### src/hw/rtl/pwm_frequency_duty_meter_top_defines.svh
// Assertion macros used by the PWM meter controller.
`ifndef PWM_FREQUENCY_DUTY_METER_TOP_DEFINES_SVH
`define PWM_FREQUENCY_DUTY_METER_TOP_DEFINES_SVH

// Same-cycle implication, sampled on i_clk and switched off while i_rst_n is low.
`define PFDM_ASSERT_NOW(label, ante, cons, msg) \
    label: assert property (@(posedge i_clk) disable iff (!i_rst_n) (ante) |-> (cons)) \
        else $error(msg);

// Next-cycle implication, sampled on i_clk and switched off while i_rst_n is low.
`define PFDM_ASSERT_NEXT(label, ante, cons, msg) \
    label: assert property (@(posedge i_clk) disable iff (!i_rst_n) (ante) |=> (cons)) \
        else $error(msg);

`endif

### src/hw/rtl/pfdm_pkg.sv
// Package with the shared widths, constants and controller/datapath structs.
`default_nettype none

package pfdm_pkg;

    // Default width of the capture timer.
    localparam int unsigned COUNT_WIDTH_DEF = 16;

    // Field widths of the clock register and the result.
    localparam int unsigned CLK_W  = 27;
    localparam int unsigned DUTY_W = 7;

    // Reset value of the timer tick rate register.
    localparam logic [CLK_W-1:0] CLOCK_HZ_RST = 27'd8000000;

    // Scale of the duty figure.
    localparam int unsigned PCT_SCALE = 100;

    // Width of the divider step counter; it must hold CLK_W itself.
    localparam int unsigned STEP_W = $clog2(CLK_W + 1);

    // Commands from the controller to the datapath.
    typedef struct packed {
        logic cap_first;
        logic cap_fall;
        logic cap_third;
        logic start_freq;
        logic start_duty;
        logic save_freq;
        logic save_duty;
        logic load_out;
    } t_dp_cmd;

    // Status from the datapath to the controller.
    typedef struct packed {
        logic order_ok;
        logic div_busy;
        logic div_done;
    } t_dp_sts;

endpackage

`default_nettype wire

### src/hw/rtl/pfdm_if.sv
// Handshake interfaces for the edge event channel and the result channel.
`default_nettype none

// Edge events from the input-capture unit.
interface pfdm_edge_if #(
    parameter int unsigned COUNT_WIDTH = pfdm_pkg::COUNT_WIDTH_DEF
) ();
    logic                   valid;
    logic                   ready;
    logic [COUNT_WIDTH-1:0] timestamp;
    logic                   rising;

    modport source (output valid, output timestamp, output rising, input ready);
    modport sink   (input valid, input timestamp, input rising, output ready);
endinterface

// Measurement results.
interface pfdm_res_if ();
    logic                              valid;
    logic                              ready;
    logic                              valid_res;
    logic [pfdm_pkg::CLK_W-1:0]        frequency_hz;
    logic [pfdm_pkg::DUTY_W-1:0]       duty_percent;

    modport source (output valid, output valid_res, output frequency_hz,
                    output duty_percent, input ready);
    modport sink   (input valid, input valid_res, input frequency_hz,
                    input duty_percent, output ready);
endinterface

`default_nettype wire

### src/hw/rtl/pfdm_div.sv
// Restoring divider that retires one quotient bit per cycle.
`default_nettype none

module pfdm_div #(
    parameter int unsigned DEN_W  = pfdm_pkg::COUNT_WIDTH_DEF,
    parameter int unsigned NUM_W  = pfdm_pkg::CLK_W,
    parameter int unsigned STEP_W = pfdm_pkg::STEP_W
) (
    input  wire logic              i_clk,
    input  wire logic              i_rst_n,
    input  wire logic              i_start,
    input  wire logic [DEN_W-1:0]  i_rem_init,
    input  wire logic [NUM_W-1:0]  i_num,
    input  wire logic [DEN_W-1:0]  i_den,
    input  wire logic [STEP_W-1:0] i_steps,
    output logic                   o_busy,
    output logic                   o_done,
    output logic [NUM_W-1:0]       o_quot
);

    logic              r_busy;
    logic              r_done;
    logic [STEP_W-1:0] r_cnt;
    logic [DEN_W-1:0]  r_rem;
    logic [NUM_W-1:0]  r_acc;
    logic [DEN_W-1:0]  r_den;

    logic [DEN_W:0]    w_rem_sh;
    logic [DEN_W:0]    w_diff;
    logic              w_ge;

    // One trial subtraction: bring down the next dividend bit and compare.
    always_comb begin
        w_rem_sh = {r_rem, r_acc[NUM_W-1]};
        w_ge     = (w_rem_sh >= {1'b0, r_den});
        w_diff   = w_rem_sh - {1'b0, r_den};
    end

    // Step counter and busy/done flags.
    always_ff @(posedge i_clk) begin
        if (!i_rst_n) begin
            r_busy <= 1'b0;
            r_done <= 1'b0;
            r_cnt  <= '0;
        end else begin
            r_done <= 1'b0;
            if (i_start) begin
                r_busy <= 1'b1;
                r_cnt  <= i_steps;
            end else if (r_busy) begin
                r_cnt <= r_cnt - STEP_W'(1);
                if (r_cnt == STEP_W'(1)) begin
                    r_busy <= 1'b0;
                    r_done <= 1'b1;
                end
            end
        end
    end

    // Partial remainder and the shared dividend/quotient shift register.
    always_ff @(posedge i_clk) begin
        if (i_start) begin
            r_rem <= i_rem_init;
            r_acc <= i_num;
            r_den <= i_den;
        end else if (r_busy) begin
            r_rem <= w_ge ? w_diff[DEN_W-1:0] : w_rem_sh[DEN_W-1:0];
            r_acc <= {r_acc[NUM_W-2:0], w_ge};
        end
    end

    assign o_busy = r_busy;
    assign o_done = r_done;
    assign o_quot = r_acc;

endmodule

`default_nettype wire

### src/hw/rtl/pfdm_datapath.sv
// Datapath: edge time registers, clock register, shared divider and result registers.
`default_nettype none

module pfdm_datapath #(
    parameter int unsigned COUNT_WIDTH = pfdm_pkg::COUNT_WIDTH_DEF
) (
    input  wire logic                          i_clk,
    input  wire logic                          i_rst_n,
    input  wire logic                          i_cfg_we,
    input  wire logic [pfdm_pkg::CLK_W-1:0]    i_cfg_wdata,
    input  wire logic [COUNT_WIDTH-1:0]        i_timestamp,
    input  wire pfdm_pkg::t_dp_cmd             i_cmd,
    output pfdm_pkg::t_dp_sts                  o_sts,
    output logic                               o_valid_res,
    output logic [pfdm_pkg::CLK_W-1:0]         o_frequency_hz,
    output logic [pfdm_pkg::DUTY_W-1:0]        o_duty_percent
);

    localparam int unsigned CLK_W  = pfdm_pkg::CLK_W;
    localparam int unsigned DUTY_W = pfdm_pkg::DUTY_W;
    localparam int unsigned STEP_W = pfdm_pkg::STEP_W;
    localparam int unsigned PROD_W = COUNT_WIDTH + DUTY_W;

    logic [CLK_W-1:0]       r_clock_hz;
    logic [COUNT_WIDTH-1:0] r_first;
    logic [COUNT_WIDTH-1:0] r_fall;
    logic [COUNT_WIDTH-1:0] r_period;
    logic [COUNT_WIDTH-1:0] r_high;
    logic                   r_res_ok;
    logic [CLK_W-1:0]       r_freq;
    logic [DUTY_W-1:0]      r_duty;
    logic                   r_out_ok;
    logic [CLK_W-1:0]       r_out_freq;
    logic [DUTY_W-1:0]      r_out_duty;

    logic                   w_order_ok;
    logic [PROD_W-1:0]      w_prod;
    logic                   w_div_start;
    logic [COUNT_WIDTH-1:0] w_rem_init;
    logic [CLK_W-1:0]       w_num;
    logic [STEP_W-1:0]      w_steps;
    logic                   w_div_busy;
    logic                   w_div_done;
    logic [CLK_W-1:0]       w_quot;

    // The first rise, the fall and the closing rise must be strictly increasing for a valid measurement.
    assign w_order_ok = (r_first < r_fall) && (r_fall < i_timestamp);

    // High time scaled by one hundred; below 128 periods, so the quotient fits seven bits.
    assign w_prod = {{DUTY_W{1'b0}}, r_high} * PROD_W'(pfdm_pkg::PCT_SCALE);

    // Divider set-up. The duty pass preloads the upper product bits, which are
    // already below the period, and then only needs seven steps.
    always_comb begin
        w_div_start = i_cmd.start_freq || i_cmd.start_duty;
        if (i_cmd.start_duty) begin
            w_rem_init = w_prod[PROD_W-1:DUTY_W];
            w_num      = {w_prod[DUTY_W-1:0], {(CLK_W-DUTY_W){1'b0}}};
            w_steps    = STEP_W'(DUTY_W);
        end else begin
            w_rem_init = '0;
            w_num      = r_clock_hz;
            w_steps    = STEP_W'(CLK_W);
        end
    end

    pfdm_div #(
        .DEN_W  (COUNT_WIDTH),
        .NUM_W  (CLK_W),
        .STEP_W (STEP_W)
    ) u_div (
        .i_clk      (i_clk),
        .i_rst_n    (i_rst_n),
        .i_start    (w_div_start),
        .i_rem_init (w_rem_init),
        .i_num      (w_num),
        .i_den      (r_period),
        .i_steps    (w_steps),
        .o_busy     (w_div_busy),
        .o_done     (w_div_done),
        .o_quot     (w_quot)
    );

    // Timer tick rate register.
    always_ff @(posedge i_clk) begin
        if (!i_rst_n) begin
            r_clock_hz <= pfdm_pkg::CLOCK_HZ_RST;
        end else if (i_cfg_we) begin
            r_clock_hz <= i_cfg_wdata;
        end
    end

    // Edge times, period and high time.
    always_ff @(posedge i_clk) begin
        if (i_cmd.cap_first) begin
            r_first <= i_timestamp;
        end
        if (i_cmd.cap_fall) begin
            r_fall <= i_timestamp;
        end
        if (i_cmd.cap_third) begin
            r_period <= i_timestamp - r_first;
            r_high   <= r_fall - r_first;
        end
    end

    // Working result; an out-of-order measurement reports zeros.
    always_ff @(posedge i_clk) begin
        if (i_cmd.cap_third) begin
            r_res_ok <= w_order_ok;
            if (!w_order_ok) begin
                r_freq <= '0;
                r_duty <= '0;
            end
        end
        if (i_cmd.save_freq) begin
            r_freq <= w_quot;
        end
        if (i_cmd.save_duty) begin
            r_duty <= w_quot[DUTY_W-1:0];
        end
    end

    // Output item register, so the next measurement can start while it waits.
    always_ff @(posedge i_clk) begin
        if (i_cmd.load_out) begin
            r_out_ok   <= r_res_ok;
            r_out_freq <= r_freq;
            r_out_duty <= r_duty;
        end
    end

    assign o_sts.order_ok = w_order_ok;
    assign o_sts.div_busy = w_div_busy;
    assign o_sts.div_done = w_div_done;

    assign o_valid_res    = r_out_ok;
    assign o_frequency_hz = r_out_freq;
    assign o_duty_percent = r_out_duty;

endmodule

`default_nettype wire

### src/hw/rtl/pfdm_ctrl.sv
// Controller: edge phase tracking and the measurement sequence.
`default_nettype none
`include "pwm_frequency_duty_meter_top_defines.svh"

module pfdm_ctrl (
    input  wire logic              i_clk,
    input  wire logic              i_rst_n,
    input  wire logic              i_edge_valid,
    input  wire logic              i_edge_rising,
    output logic                   o_edge_ready,
    input  wire logic              i_res_ready,
    output logic                   o_res_valid,
    output pfdm_pkg::t_dp_cmd      o_cmd,
    input  wire pfdm_pkg::t_dp_sts i_sts
);

    // Sequencer states.
    localparam logic [2:0] S_IDLE     = 3'd0;
    localparam logic [2:0] S_FREQ_GO  = 3'd1;
    localparam logic [2:0] S_FREQ_RUN = 3'd2;
    localparam logic [2:0] S_DUTY_GO  = 3'd3;
    localparam logic [2:0] S_DUTY_RUN = 3'd4;
    localparam logic [2:0] S_DONE     = 3'd5;

    // Edge phases: which edge is awaited next.
    localparam logic [1:0] PH_RISE1 = 2'd0;
    localparam logic [1:0] PH_FALL  = 2'd1;
    localparam logic [1:0] PH_RISE2 = 2'd2;

    logic [2:0] r_state;
    logic [2:0] n_state;
    logic [1:0] r_phase;
    logic [1:0] n_phase;
    logic       r_out_valid;

    logic       w_accept;
    logic       w_slot_free;

    assign o_edge_ready = (r_state == S_IDLE);
    assign w_accept     = i_edge_valid && o_edge_ready;
    assign w_slot_free  = !r_out_valid || i_res_ready;

    // Next state, next phase and datapath commands.
    always_comb begin
        n_state = r_state;
        n_phase = r_phase;
        o_cmd   = '0;
        case (r_state)
            S_IDLE: begin
                if (w_accept) begin
                    case (r_phase)
                        PH_FALL: begin
                            if (!i_edge_rising) begin
                                o_cmd.cap_fall = 1'b1;
                                n_phase        = PH_RISE2;
                            end
                        end
                        PH_RISE2: begin
                            if (i_edge_rising) begin
                                o_cmd.cap_third = 1'b1;
                                n_phase         = PH_RISE1;
                                n_state         = i_sts.order_ok ? S_FREQ_GO : S_DONE;
                            end
                        end
                        default: begin
                            // Awaiting the first rising edge; the spare code acts the same.
                            if (i_edge_rising) begin
                                o_cmd.cap_first = 1'b1;
                                n_phase         = PH_FALL;
                            end else begin
                                n_phase = PH_RISE1;
                            end
                        end
                    endcase
                end
            end
            S_FREQ_GO: begin
                o_cmd.start_freq = 1'b1;
                n_state          = S_FREQ_RUN;
            end
            S_FREQ_RUN: begin
                if (i_sts.div_done) begin
                    o_cmd.save_freq = 1'b1;
                    n_state         = S_DUTY_GO;
                end
            end
            S_DUTY_GO: begin
                o_cmd.start_duty = 1'b1;
                n_state          = S_DUTY_RUN;
            end
            S_DUTY_RUN: begin
                if (i_sts.div_done) begin
                    o_cmd.save_duty = 1'b1;
                    n_state         = S_DONE;
                end
            end
            S_DONE: begin
                if (w_slot_free) begin
                    o_cmd.load_out = 1'b1;
                    n_state        = S_IDLE;
                end
            end
            default: begin
                n_state = S_IDLE;
            end
        endcase
    end

    // State, phase and output item flag.
    always_ff @(posedge i_clk) begin
        if (!i_rst_n) begin
            r_state     <= S_IDLE;
            r_phase     <= PH_RISE1;
            r_out_valid <= 1'b0;
        end else begin
            r_state <= n_state;
            r_phase <= n_phase;
            if (o_cmd.load_out) begin
                r_out_valid <= 1'b1;
            end else if (i_res_ready) begin
                r_out_valid <= 1'b0;
            end
        end
    end

    assign o_res_valid = r_out_valid;

    // Checks on the sequence.
    `PFDM_ASSERT_NOW(a_busy_in_run, i_sts.div_busy, (r_state == S_FREQ_RUN) || (r_state == S_DUTY_RUN), "divider busy outside a run state")
    `PFDM_ASSERT_NEXT(a_third_rearms, w_accept && (r_phase == PH_RISE2) && i_edge_rising, (r_phase == PH_RISE1) && (r_state != S_IDLE), "closing edge did not rearm")
    `PFDM_ASSERT_NEXT(a_bad_order_no_div, o_cmd.cap_third && !i_sts.order_ok, r_state == S_DONE, "unordered edges started a division")
    `PFDM_ASSERT_NOW(a_no_overwrite, o_cmd.load_out, !r_out_valid || i_res_ready, "result overwritten before it was taken")

endmodule

`default_nettype wire

### src/hw/rtl/pwm_frequency_duty_meter_top.sv
// Top level of the PWM frequency and duty meter.
//
//   Channel   Direction  Handshake      Item
//   i_edge    in         valid/ready    timestamp, rising
//   o_res     out        valid/ready    valid_res, frequency_hz, duty_percent
//   i_cfg_*   in         write enable   clock_hz
//
// An edge that does not close a measurement leaves i_edge ready.
// A closing edge with ordered counts holds i_edge off through a start, a 27-step divider
// pass and a save for the frequency, the same with 7 steps for the duty, and a load.
// A closing edge with unordered counts holds i_edge off only for the load.
// While the previous result still waits at o_res, the sequence holds before its load cycle.
// Reset is synchronous and active low; it rearms the edge phase and empties o_res.
`default_nettype none

module pwm_frequency_duty_meter_top #(
    parameter int unsigned COUNT_WIDTH = pfdm_pkg::COUNT_WIDTH_DEF
) (
    input  wire logic                       i_clk,
    input  wire logic                       i_rst_n,
    input  wire logic                       i_cfg_we,
    input  wire logic [pfdm_pkg::CLK_W-1:0] i_cfg_wdata,
    pfdm_edge_if.sink                       i_edge,
    pfdm_res_if.source                      o_res
);

    pfdm_pkg::t_dp_cmd          w_cmd;
    pfdm_pkg::t_dp_sts          w_sts;
    logic                       w_edge_ready;
    logic                       w_res_valid;
    logic [COUNT_WIDTH-1:0]     w_timestamp;

    assign w_timestamp  = i_edge.timestamp;
    assign i_edge.ready = w_edge_ready;
    assign o_res.valid  = w_res_valid;

    // Sequencer.
    pfdm_ctrl u_ctrl (
        .i_clk         (i_clk),
        .i_rst_n       (i_rst_n),
        .i_edge_valid  (i_edge.valid),
        .i_edge_rising (i_edge.rising),
        .o_edge_ready  (w_edge_ready),
        .i_res_ready   (o_res.ready),
        .o_res_valid   (w_res_valid),
        .o_cmd         (w_cmd),
        .i_sts         (w_sts)
    );

    // Edge registers, divider and result registers.
    pfdm_datapath #(
        .COUNT_WIDTH (COUNT_WIDTH)
    ) u_datapath (
        .i_clk          (i_clk),
        .i_rst_n        (i_rst_n),
        .i_cfg_we       (i_cfg_we),
        .i_cfg_wdata    (i_cfg_wdata),
        .i_timestamp    (w_timestamp),
        .i_cmd          (w_cmd),
        .o_sts          (w_sts),
        .o_valid_res    (o_res.valid_res),
        .o_frequency_hz (o_res.frequency_hz),
        .o_duty_percent (o_res.duty_percent)
    );

endmodule

`default_nettype wire

### src/flat_wrapper.sv
// flat-port wrapper written by rule: the top's interface ports become plain ports
module pwm_frequency_duty_meter_top_flat 
#(
    parameter int unsigned COUNT_WIDTH = pfdm_pkg::COUNT_WIDTH_DEF
)
  (i_clk, i_rst_n, i_cfg_we, i_cfg_wdata, i_edge_valid, i_edge_timestamp, i_edge_rising, i_edge_ready, o_res_valid, o_res_valid_res, o_res_frequency_hz, o_res_duty_percent, o_res_ready);
  pfdm_edge_if #(.COUNT_WIDTH(COUNT_WIDTH)) i_edge_i ();
  pfdm_res_if o_res_i ();
  input  wire logic i_clk;
  input  wire logic i_rst_n;
  input  wire logic i_cfg_we;
  input  wire logic [pfdm_pkg::CLK_W-1:0] i_cfg_wdata;
  input wire logic [$bits(i_edge_i.valid)-1:0] i_edge_valid;
  input wire logic [$bits(i_edge_i.timestamp)-1:0] i_edge_timestamp;
  input wire logic [$bits(i_edge_i.rising)-1:0] i_edge_rising;
  output wire logic [$bits(i_edge_i.ready)-1:0] i_edge_ready;
  output wire logic [$bits(o_res_i.valid)-1:0] o_res_valid;
  output wire logic [$bits(o_res_i.valid_res)-1:0] o_res_valid_res;
  output wire logic [$bits(o_res_i.frequency_hz)-1:0] o_res_frequency_hz;
  output wire logic [$bits(o_res_i.duty_percent)-1:0] o_res_duty_percent;
  input wire logic [$bits(o_res_i.ready)-1:0] o_res_ready;
  assign i_edge_i.valid = i_edge_valid;
  assign i_edge_i.timestamp = i_edge_timestamp;
  assign i_edge_i.rising = i_edge_rising;
  assign i_edge_ready = i_edge_i.ready;
  assign o_res_valid = o_res_i.valid;
  assign o_res_valid_res = o_res_i.valid_res;
  assign o_res_frequency_hz = o_res_i.frequency_hz;
  assign o_res_duty_percent = o_res_i.duty_percent;
  assign o_res_i.ready = o_res_ready;
  pwm_frequency_duty_meter_top #(.COUNT_WIDTH(COUNT_WIDTH)) u_core (.i_clk(i_clk), .i_rst_n(i_rst_n), .i_cfg_we(i_cfg_we), .i_cfg_wdata(i_cfg_wdata), .i_edge(i_edge_i), .o_res(o_res_i));
endmodule
### config.mk
export PLATFORM = sky130hd
export DESIGN_NAME = pwm_frequency_duty_meter_top_flat
export DESIGN_NICKNAME = d
export VERILOG_FILES = /design/src/hw/rtl/pfdm_pkg.sv /design/src/hw/rtl/pfdm_if.sv /design/src/hw/rtl/pfdm_div.sv /design/src/hw/rtl/pfdm_datapath.sv /design/src/hw/rtl/pfdm_ctrl.sv /design/src/hw/rtl/pwm_frequency_duty_meter_top.sv /design/src/flat_wrapper.sv
export VERILOG_INCLUDE_DIRS = /design/src /design/src/hw/rtl
export SDC_FILE = /design/constraint.sdc
export NUM_CORES = 1
export LEC_CHECK = 0
export BUFFER_PORTS_ARGS = -buffer_cell sky130_fd_sc_hd__buf_4
export CAP_MARGIN = 5
export CORE_MARGIN = 2
export CORE_UTILIZATION = 31
export DETAILED_ROUTE_END_ITERATION = 16
export HOLD_SLACK_MARGIN = 0.06
export PLACE_DENSITY = 0.49
export SYNTH_ARGS = -nofsm -noshare
export SYNTH_HDL_FRONTEND = slang
export SYNTH_SLANG_ARGS = --single-unit
### constraint.sdc
create_clock -name i_clk -period 5.2 [get_ports i_clk]
set_input_delay 0.26 -clock i_clk [delete_from_list [all_inputs] [get_ports i_clk]]
set_output_delay 0.26 -clock i_clk [all_outputs]
set_load 0.01 [all_outputs]
==> results of run 1 <==
==> final cells by class <==
type                       count  area, sq um  area share (%)
sequential                   233         6596           42.69
multi-input combinational    726         5645           36.54
timing repair buffer         144         1206           7.806
clock buffer                  38        768.2           4.972
tap                          532        665.6           4.308
inverter                     122        457.9           2.964
clock inverter                13        111.4          0.7207
==> cell usage after synthesis (10+ instances only) <==
cell type	instances
and3_1	11
edfxtp_1	193
ha_1	120
clkbuf_1	25
nor3_1	24
nand3b_1	26
nor2b_1	31
a21o_1	17
nand3_1	15
and2_1	38
xor2_1	19
o21ai_0	33
a21oi_1	45
mux2i_1	45
inv_1	122
nand2_1	85
o21a_1	10
xnor2_1	36
nand2b_1	12
nor2_1	37
a31oi_1	11
fa_1	14
dfxtp_1	40
o22ai_1	10
==> power by group through the flow <==
| stage | sequential [mW] | combinational, mW | clock [mW] |
|---|---|---|---|
| floorplan | 2.09 | 0.215 | 0 |
| global placement | 2.10 | 0.315 | 0 |
| detailed placement | 2.10 | 0.316 | 0 |
| CTS | 2.06 | 0.349 | 1.93 |
| global route | 2.06 | 0.391 | 2.01 |
| finish | 2.06 | 0.345 | 1.86 |
==> state kept, by name, summed over array words and instances (netlist names), 27 cells and up <==
name / flops
u_core.u_datapath.u_div.o_quot: 27
u_core.u_datapath.r_clock_hz: 27
u_core.u_datapath.o_frequency_hz: 27
u_core.u_datapath.r_freq: 27
==> cells by family (layout without fill, tap and decap cells) <==
family	Yosys count	count (layout)	share of synthesized area, %
flops	233	233	51.64
compound gates	173	173	8.983
xor+xnor	55	55	3.771
simple gates	316	316	13.29
mux	48	48	3.850
buf+inv	151	317	4.516
fa+ha+maj	134	134	13.95
==> per-layer routing <==
layer,global-route usage [%],up-vias
li1,-,4247
met1,18.77,3992
met2,22.29,139
met3,1.962,45
met4,4.661,0
met5,0,-
==> worst register-to-register path, delay by kind of cell (launching register included) <==
kind | cells | cell delay [ps]
xor gates and xnor gates | 1 | 170
adders and majority gates | 4 | 1410
buffers and inverters | 2 | 90
AOI/OAI and AO/OA | 7 | 1530
DFF | 1 | 430
==> metrics by stage <==
stage / power, mW / hold WS, ps
2_1_floorplan: 2.309 / 358.9
3_3_place_gp: 2.416 / 401.4
3_5_place_dp: 2.418 / 404.5
4_1_cts: 4.342 / 68.92
5_1_grt: 4.463 / 87.45
6_report: 4.272 / 99.16
==> worst paths after layout <==
check / from / to / slack, ps / depth (start not counted)
worst max-delay path: u_core.u_datapath.r_high[5]$_DFFE_PP_ / u_core.u_datapath.u_div.r_rem[14]$_DFFE_PP_ / 1300 / 14
worst min-delay path: o_res_ready / u_core.u_ctrl.o_res_valid$_SDFFE_PN0P_ / 100 / 3
worst max register to register: u_core.u_datapath.r_high[5]$_DFFE_PP_ / u_core.u_datapath.u_div.r_rem[14]$_DFFE_PP_ / 1300 / 14
worst min register to register: u_core.u_datapath.r_period[15]$_DFFE_PP_ / u_core.u_datapath.u_div.r_den[15]$_DFFE_PN_ / 400 / 0
==> layout by cell type, fill, tap and decap left out, types with 31 or more instances in the layout <==
cell type      instances
mux2i_1               45
inv_1                121
o21ai_0               33
xnor2_1               36
buf_4                 94
nor2b_1               31
edfxtp_1             193
a21oi_1               45
nand2_1               85
ha_1                 120
nor2_1                36
dfxtp_1               40
dlygate4sd3_1         50
and2_1                38
==> flow_summary.toml, run 1 <==
[grt]
track_usage_pct = 13.73
grt_max_degree = 55
grt_pass1_wl_mm = 46.14
grt_pass1_vias = 8603
antenna_found_initial = 0
overflow = 0

[finish]
finalInstanceArea_sq_um = 15450
nets = 1438
syn_to_final_growth_pct = 20.96
drive_gt1_share_pct = 12.38
fillers = 4017
antenna_cells = 0
final_cells = 1808
finish.utilization_pct = 37.93

[floorplanning]
core_area_sq_um = 40740
die_y_microns = 207.0
die_area_sq_um = 42840
start_util_pct = 31.35
num_rows = 74
pin_count = 86
die_width_microns = 207.0

[logic_synthesis]
yosysTopAreaCellShare_pct = 45.37
synth_edf_count = 193
synth_seq_area_share_pct = 51.64
syn-num-nets = 1293
yosysUniqueCellTypes = 65
synth_seq_cells = 233
ys_warn_count = 0
synth_area_sq_um = 12770
postSynthCellCount = 1110
synth-main-ff-cell = "edfxtp_1"
ys_top_cells_by_area = "edfxtp_1, ha_1, dfxtp_1, inv_1, mux2i_1"
synth_top_cell_by_area = "edfxtp_1"
synthArstFlopShare_pct = 0
synth_area_per_cell_sq_um = 11.51

[timing]
setup_slack_ps = 1301
hold_violations = 0
period_needed_ps = 3899
skew_ps = 17.78
timing.final.crit_share_pct = 74.98
worstMarginPinSlew_ps = 1038
setup_tns_ps = 0
maxSlewHeadroom_pct = 30.29
fmax_ghz = 0.2565
drv_slew = 0
rsz0062_at_grt = "false"
setup_viol = 0

[critical_path]
path_delay_family = "compound AO/OA/AOI/OAI gates"
cp_slowest_cell = "fa_1"
start_kind = "flop"
crit_fanout = 4
timing_worst_setup_path_type = "flop to flop"
worst_path_most_repeated_cell = "ha_1"
cp_data_required_time_ps = 5480
cp_slowest_stage_delay_ps = 490
end_kind = "flop"
worstPathCellList = "ha_1 -> ha_1 -> inv_1 -> fa_1 -> inv_1 -> ha_1 -> o21ai_0 -> o32ai_1 -> a21oi_1 -> a211o_1 -> o21ai_0 -> o211ai_1 -> xor2_1 -> o22ai_1"
cp.buffers_inverters = 2
arrival_ps = 4170

[detailed_routing]
routed.top_layer = "met4"
drt_drc_violations_left = 0
viasPerCell = 4.659
firstDrtPassIters = 7
vias = 8423
routed-wl-met3_microns = 968
ant_nets = 0
wire_per_inst_microns = 15.93
routed-wl-met2_mm = 13.35
finalWirelength_mm = 28.81
first_iter_violations = 359
m1WireLength_mm = 13.58

[clock_network]
cts.htree.levels = 1
cts_setup_buffers = 0
clockBufferDepth = 3
worst_skew_pair.late_latency_ps = 570
cts_resized = 0
numCtsBuffers = 28
cts_root_buf = "clkbuf_16"
clk_pin_slew_worst_paths_ps = 60
cts_tree = "yes"
clkSinkCount = 233
ctsHoldBuffers = 50

[placement]
routabilityCongestion = 0.8245
place_area_sq_um = 14070
dp_slack_ps = 1367
dp.cells = 1707
dp_hpwl_mm = 20.56
io_buffers = 85

[power]
seq_power_share_pct = 48.3
switching_power_mw = 0.9769
p_leak_nw = 6.298
power.internal_mw = 3.295
ir_drop_uv = 219.3
p_clk_share_pct = 43.6
combPwrFrac_pct = 8.1
p_per_area_nw_per_um2 = 276.5
swShare_pct = 22.87

[worst_hold_path]
hold_class = "input pin to flop"

[run_status]
status = "complete, no violations"

[run]
maxCapViolations = 0
Power figures use the tool's default switching activity.
==> inputs of run 2 (changes only) <==
ABC_AREA = 1   (was unset)
PLACE_DENSITY = 0.47   (was 0.49)
clock period = 4 ns   (was 5.2 ns; I/O delays follow)
==> run 2 against run 1 <==
  * Synthesized area grew 3.2%
  * Worst setup slack got worse by 600 ps
  * Design area rose by 3.7%
  * Non-clock buffer count grew 11
  * Critical path depth increased by 1
  * First-iteration DRC count is 41% higher
  * Sequential share of layout area is 1.5 points lower
  * Global-route usage is 0.051 points lower
  * Combinational power rose to 11 times the previous value
  * Final cell count is 19% higher
  * Clock-buffer cell count down 3
  * Critical path type unchanged
  * Critical endpoint is now u_core.u_datapath.u_div.r_rem[15]$_DFFE_PP_
==> flow_summary.toml, run 2 <==
[floorplanning]
start_util_pct = 31.44
core_area_sq_um = 41950
die_width_microns = 210.2
die_area_sq_um = 44200
die_y_microns = 210.2
pin_count = 86
num_rows = 75

[logic_synthesis]
muxShareOfSynthArea_pct = 0
yosysTopAreaCellShare_pct = 43.95
synthArstFlopShare_pct = 0
synth_edf_count = 193
yosysUniqueCellTypes = 41
ys_top_cells_by_area = "edfxtp_1, ha_1, nand2_1, inv_1, dfxtp_1"
synth-compound-area-share_pct = 7.230
synth_area_per_cell_sq_um = 9.293
synth_xor_area_share_pct = 2.325
synth_area_sq_um = 13190
synthAdderAreaFrac_pct = 13.51
yosysMostFrequentCell = "nand2_1"
ys_warn_count = 0
synth_top_family_by_area = "simple AND/OR/NAND/NOR gates"
synth_seq_cells = 233
synth-main-ff-cell = "edfxtp_1"
synth-simple-area-share_pct = 19.01
synth_common_cells = "nand2_1, inv_1, edfxtp_1"
synth_top_cell_by_area = "edfxtp_1"
syn-num-nets = 1602
synth_seq_area_share_pct = 50.02
postSynthCellCount = 1419

[critical_path]
arrival_ps = 3610
start_kind = "flop"
worstPathCellList = "ha_1 -> ha_1 -> inv_1 -> fa_1 -> inv_1 -> ha_1 -> nand2_1 -> inv_1 -> nand3_1 -> o21ai_0 -> nand3_1 -> nand2_1 -> nand2_1 -> nand3_1 -> nand2_1"
cp_slowest_stage_delay_ps = 490
rrSetupSlack_ps = 700
worst_path_most_repeated_cell = "nand2_1"
timing_worst_setup_path_type = "flop to flop"
crit_fanout = 5
end_kind = "flop"
cp_data_required_time_ps = 4310
cp_slowest_cell = "fa_1"

[timing]
skew_ps = 19.59
hold_violations = 0
fmax_ghz = 0.3027
worstMarginPinSlew_ps = 1135
period_needed_ps = 3303
setup_tns_ps = 0
rsz0062_at_grt = "false"
timing.final.crit_share_pct = 82.58
setup_viol = 0
hold-worst-slack_ps = 103.2
drv_slew = 0
maxSlewHeadroom_pct = 24.18

[detailed_routing]
first_iter_violations = 507
firstDrtPassIters = 6
viasPerCell = 4.454
wire_per_inst_microns = 14.04
finalWirelength_mm = 30.11
drt_drc_violations_left = 0
ant_nets = 0
vias = 9549

[finish]
antenna_cells = 0
fillers = 4175
finish.utilization_pct = 38.21
final_cells = 2144
final_cell_mix = "nand2_1, inv_1, edfxtp_1"
multiInputGateArea_sq_um = 5570
final_common_cell = "nand2_1"
regArea_sq_um = 6596
drive_gt1_share_pct = 11.46
syn_to_final_growth_pct = 21.54
nets = 1766

[power]
p_leak_nw = 7.226
p_per_area_nw_per_um2 = 599.2
seq_power_share_pct = 36.0
combPwrFrac_pct = 38.0
ir_drop_uv = 334.7
p_clk_share_pct = 26.1
swShare_pct = 36.60
total_power_mw = 9.603
power.internal_mw = 6.088
switching_power_mw = 3.515

[grt]
grt_pass1_wl_mm = 48.77
overflow = 0
antenna_found_initial = 0
grt_pass1_vias = 9371
grt_max_degree = 38
track_usage_pct = 13.68

[clock_network]
numCtsBuffers = 28
clkSinkCount = 233
cts_tree = "yes"
worst_skew_pair.late_latency_ps = 560
cts_root_buf = "clkbuf_16"
clockBufferDepth = 3
cts.htree.levels = 1
clk_pin_slew_worst_paths_ps = 60

[placement]
dp_hpwl_mm = 22.78
io_buffers = 85
routabilityCongestion = 0.8477
dp.cells = 2032

[run_status]
status = "complete, no violations"

[run]
maxCapViolations = 0

[worst_hold_path]
hold_class = "input pin to flop"
[run 2: cell count changes after synthesis, moves of 26 or more]
cell,change
nor2_1,+97
o21ai_0,+44
nand2_1,+203
mux2i_1,-45
inv_1,+123
a21oi_1,+26
nand3_1,+63
and2_1,-37
nor2b_1,-31
[run 2: cell families (layout without fill, tap and decap cells)]
group                    count (synthesis)  after routing
AND/OR/NAND/NOR                        573            573
AO/OA/AOI/OAI                          175            175
XOR/XNOR                                35             35
buffers and inverters                  269            455
adder cells (fa/ha/maj)                134            134
flip-flops                             233            233
[run 2: critical path, delay by kind of cell, from the launching register on]
kind | cells | cell delay, ps
AND/OR/NAND/NOR | 7 | 570
buffers and inverters | 3 | 170
adder cells (fa/ha/maj) | 4 | 1440
AO/OA/AOI/OAI | 1 | 440
flip-flops | 1 | 450
[run 2: metrics by stage]
step	setup WS (ps)	cell area [sq um]
after detailed placement	703.1	14500
after floorplan	458.2	13190
after CTS	690.1	16030
final	696.7	16030
after global routing	419.1	16030
after global placement	710.2	14500
[run 2: area by class of cell]
type	instances	share of cell area [%]
inverters	248	5.808
flip-flops and latches	233	41.16
clock inverters	17	1.257
well taps	539	4.208
multi-input cells	917	34.76
clock buffers	35	4.536
repair buffers	155	8.275
[run 2: worst paths after layout]
path | startpoint | to | cells past startpoint
max | u_core.u_datapath.r_high[6]$_DFFE_PP_ | u_core.u_datapath.u_div.r_rem[15]$_DFFE_PP_ | 15
min | i_edge_valid | u_core.u_ctrl.r_phase[1]$_SDFFE_PN0P_ | 5
max reg2reg | u_core.u_datapath.r_high[6]$_DFFE_PP_ | u_core.u_datapath.u_div.r_rem[15]$_DFFE_PP_ | 15
min reg2reg | u_core.u_datapath.r_period[15]$_DFFE_PP_ | u_core.u_datapath.u_div.r_den[15]$_DFFE_PN_ | 0
[run 2: metal layers]
layer  track usage (%)  wire [microns]  vias up
met1             18.89           14720     4358
met3             1.728             977       45
li1                  -               -     4999
met5                 0               0        -
met4             4.451             753        0
met2             22.28           13660      147
[run 2: repair_timing]
item / in CTS / in global routing
buffers inserted: 0 / 0
endpoints found under the hold margin: 63 / 0
hold buffers: 60 / 0
resized for setup: 0 / 0
[run 2: power groups by stage]
stage               Sequential [mW]  Clock, mW  Combinational, mW
finish                         3.46       2.50               3.64
global route                   3.50       2.67               4.19
CTS                            3.46       2.59               3.69
detailed placement             3.51          0               3.61
global placement               3.50          0               3.62
floorplan                      3.47          0               2.72
